File: config.mk
export PLATFORM = sky130hd
export DESIGN_NAME = fra_pipe_div
export DESIGN_NICKNAME = d
export VERILOG_FILES = /design/src/hw/rtl/fra_pipe_div.sv
export SDC_FILE = /design/constraint.sdc
export NUM_CORES = 2
export LEC_CHECK = 0
export BUFFER_PORTS_ARGS = -buffer_cell sky130_fd_sc_hd__buf_2
export CAP_MARGIN = 15
export CORE_MARGIN = 3
export CORE_UTILIZATION = 56
export CTS_BUF_LIST = sky130_fd_sc_hd__clkbuf_2 sky130_fd_sc_hd__clkbuf_4 sky130_fd_sc_hd__clkbuf_8
export DETAILED_ROUTE_END_ITERATION = 6
export PLACE_DENSITY = 0.72
export SLEW_MARGIN = 20
export SYNTH_ARGS = -nofsm -noshare
export SYNTH_HDL_FRONTEND = slang
export SYNTH_SLANG_ARGS = --single-unit
export TNS_END_PERCENT = 30
File: constraint.sdc
create_clock -name clk -period 6.6 [get_ports clk]
set_input_delay 1.98 -clock clk [delete_from_list [all_inputs] [get_ports clk]]
set_output_delay 1.98 -clock clk [all_outputs]
set_load 0.02 [all_outputs]
File: src/hw/rtl/fra_pipe_div.sv
// fra_pipe_div: pipelined restoring divider, one quotient bit per stage.
// One word per cycle, frozen while en is low.
// No dependencies.
module fra_pipe_div #(
	parameter int QW = 31,
	parameter int DW = 20
) (
	input  logic          clk,
	input  logic          en,
	input  logic [DW-1:0] rem_in,  // starting partial remainder, below dvs_in
	input  logic [QW-1:0] dvd_in,  // dividend bits shifted in, MSB first
	input  logic [DW-1:0] dvs_in,
	output logic [QW-1:0] quo
);

	typedef struct packed {
		logic [DW-1:0] rem;
		logic [QW-1:0] dvd;
		logic [QW-1:0] quo;
		logic [DW-1:0] dvs;
	} dv_t;

	function automatic dv_t dv_step(dv_t a);
		dv_t b;
		logic [DW:0] r2;
		logic [DW:0] diff;
		logic ge;
		r2 = {a.rem, a.dvd[QW-1]};
		diff = r2 - {1'b0, a.dvs};
		ge = (r2 >= {1'b0, a.dvs});
		b.rem = ge ? diff[DW-1:0] : r2[DW-1:0];
		b.dvd = a.dvd << 1;
		b.quo = {a.quo[QW-2:0], ge};
		b.dvs = a.dvs;
		return b;
	endfunction

	dv_t st_in;
	dv_t st_s [1:QW];

	assign st_in = '{rem: rem_in, dvd: dvd_in, quo: '0, dvs: dvs_in};

	always_ff @(posedge clk) begin
		if (en) begin
			st_s[1] <= dv_step(st_in);
			for (int k = 2; k <= QW; k++) begin
				st_s[k] <= dv_step(st_s[k-1]);
			end
		end
	end

	assign quo = st_s[QW].quo;

endmodule

==> run_results.csv <==
group,metric,value,unit
synth,synth.top_cell.area_share,63.23,%
synth,synth_top_flop_cell,"edfxtp_1",
power_and_ir_drop,powerDensity,460.7,mW/mm²
synth,async_reset_ff_share,0,%
finish,finalNetCount,8658,
worst_setup_path,required,7.33,ns
detailed_routing,drc,0,
power_and_ir_drop,peakVddDrop,0.2836,mV
cts,post_cts_buffers,0,
cts,h-tree-depth,5,
cts,cts_buffers,361,
detailed_routing,drt_iter0_drc,3642,
cts,clk_pin_slew,0.06,ns
worst_setup_path,path_buf_inv,2,
synth,synth_area_leader_cell,"edfxtp_1",
finish,largest-register,"st_s",
synth,synth_area_leaders,"edfxtp_1, ha_1, mux2_2",
detailed_routing,route.vias.total,59020,
finish,most-common-layout-cells,"edfxtp_1, inv_1, ha_1",
finish,drive_above_1_share,13.39,%
cts,post_cts_resized,0,
hold_path,hold_path_class,"reg2reg",
timing,min_period_over_period,65.33,%
finish,area_growth,9.811,%
global_route,grt_antenna_before_repair,5,
timing,setup_viol,0,
finish,fillers,13640,
detailed_routing,wl_per_cell,18.00,µm
detailed_routing,dr.pass1.iters,5,
timing,skew,0.06170,ns
timing,slew_headroom,29.29,%
worst_setup_path,critPathMaxStageDelay,0.64,ns
floorplan,io_pins,104,
worst_setup_path,path_cells,"buf_2 -> inv_1 -> ha_1 -> nor2b_1 -> o31a_1 -> o211a_1 -> o41ai_4 -> o21ai_2 -> a221oi_2 -> o21a_1 -> mux2_2",
finish,final_common_cell,"edfxtp_1",
outcome,status,"finished clean",
global_route,grt_usage,20.12,%
global_route,first_global_vias,58460,
cts,clk_latency,1.03,ns
global_route,grt_pass1_wl,304300,µm
finish,largest_reg_flops,2161,
detailed_routing,finalWirelength,190100,µm
floorplan,core_area,0.1815,mm²
cts,cts-root-buf,"clkbuf_8",
finish,final_util,62.09,%
timing,fmax,231.9,MHz
cts,cts_tree,"built",
placement,port_buffers,103,
placement,dp_hpwl,133600,µm
synth,synthesis.nets,8271,
global_route,grt_max_degree,159,
worst_setup_path,crit_family,"compound AO/OA/AOI/OAI gates",
synth,synth-seq-area-share,63.23,%
synth,syn-instance-count,7548,
synth,yosys_warnings,0,
synth,ys_types,96,
cts,ctsLongestPathBuffers,4,
floorplan,initial_utilization,56.54,%
flow_run,max_cap_viol_count,0,
worst_setup_path,cp_max_fo,19,
floorplan,die_h,434.1,µm
worst_setup_path,slowest_stage,"o21a_1",
timing,min_period,4.312,ns
synth,synth-edff-count,2161,
placement,gp_congestion,0.9032,
worst_setup_path,critPathLaunchType,"input port",
finish,top_regs,"st_s: 2161 flops",
timing,drv_slew,0,
timing,rsz0062_at_grt,"no",
timing,tightest_slew,1.061,ns
cts,hold_buffers,0,
worst_setup_path,critical_path_class,"in2reg",
floorplan,design.die.area,0.1884,mm²
timing,timing_hold_violations_final,0,
timing,fin_tns_setup,0,ns
detailed_routing,ant_nets,0,
global_route,grt-ovfl-total,0,
detailed_routing,vias_per_cell,5.590,
floorplan,dieWidth,434.1,µm
floorplan,rows,156,
worst_setup_path,cp.arrival,5.05,ns
power_and_ir_drop,power_leakage,44.89,nW
synth,syn_avg_cell_area,13.60,µm²
synth,synth_area,0.1026,mm²
worst_setup_path,crit_path_end_kind,"register",
synth,synth_seq_cells,2161,
cts,numClockSinks,2161,
kinds of logic (layout without fill, tap and decap cells):
family,count (synthesis),after routing,share of synthesized area [%]
simple gates,1316,1316,6.155
flops,2161,2161,63.23
mux,390,390,4.236
xor+xnor,473,473,4.036
buf+inv,930,1566,3.691
other cells,0,3,0
compound gates,1628,1628,10.51
fa+ha+maj,650,650,8.144
worst paths after layout:
path                start  cells after the start  slack [ns]             to
max             dvs_in[1]                     11        2.29   st_s[0][185]
min          st_s[0][172]                      0        0.38    st_s[1][72]
max reg2reg   st_s[12][1]                     11        2.31  st_s[12][201]
min reg2reg  st_s[0][172]                      0        0.38    st_s[1][72]
layout make-up:
cell class                 count  area (µm²)  area share, %
sequential                  2161       64890          57.58
inverter                     798        2995          2.658
tap                         2370        2965          2.631
timing repair buffer         156        1141          1.012
multi-input combinational   4457       34000          30.17
antenna                        3       7.507       0.006661
clock buffer                 463        5766          5.116
clock inverter               149       935.9         0.8304
worst register-to-register path, delay by kind of cell, from the launching register on:
kind,cells,cell delay (ns)
AOI/OAI and AO/OA,6,2.20
adders and majority gates,1,0.30
buffers and inverters,1,0.07
DFF,1,0.40
muxes,1,0.42
and+or+nand+nor,2,0.65
cell usage after synthesis (24+ instances only):
master,count
clkbuf_1,37
and3_1,47
o211ai_1,39
o21bai_1,49
nand3_1,101
buf_4,53
inv_1,795
a31oi_1,48
a21oi_1,442
edfxtp_1,2161
o21a_1,106
mux2_2,328
o31ai_1,30
nor3_1,86
and4_1,26
mux2i_1,50
nand4_1,57
o21ai_0,366
nand2_1,391
a211oi_1,26
or3_1,26
ha_1,620
xor2_1,181
nand2b_1,69
buf_2,24
fa_1,30
a21o_1,259
nor2b_1,102
nor2_1,335
xnor2_1,292
power by group:
part	total [mW]	internal, mW	switching [mW]
combinational	20.0	9.32	10.7
sequential	20.8	19.2	1.61
clock	11.1	6.10	4.99
total	51.9	34.6	17.3
layer usage:
layer	up-vias	share of wire, %	GRT usage (%)
met5	-	0.0068	0
met4	2	3.8	8.420
met3	450	4.2	3.411
met2	1330	48	33.17
met1	28410	44	26.50
li1	28820	-	-
stage by stage:
stage	setup WS (ns)	hold slack, ns	power [mW]	area (µm²)	cells
2_1_floorplan	2.103	0.4003	36.18	102600	7548
3_3_place_gp	1.310	0.4002	40.35	106000	9942
3_5_place_dp	1.281	0.4045	40.78	106000	9942
4_1_cts	2.289	0.3775	52.30	112700	10550
5_1_grt	1.980	0.3764	55.53	112700	10560
6_report	2.289	0.3813	51.92	112700	10560
Note: power is estimated with default switching activity, not from simulation.
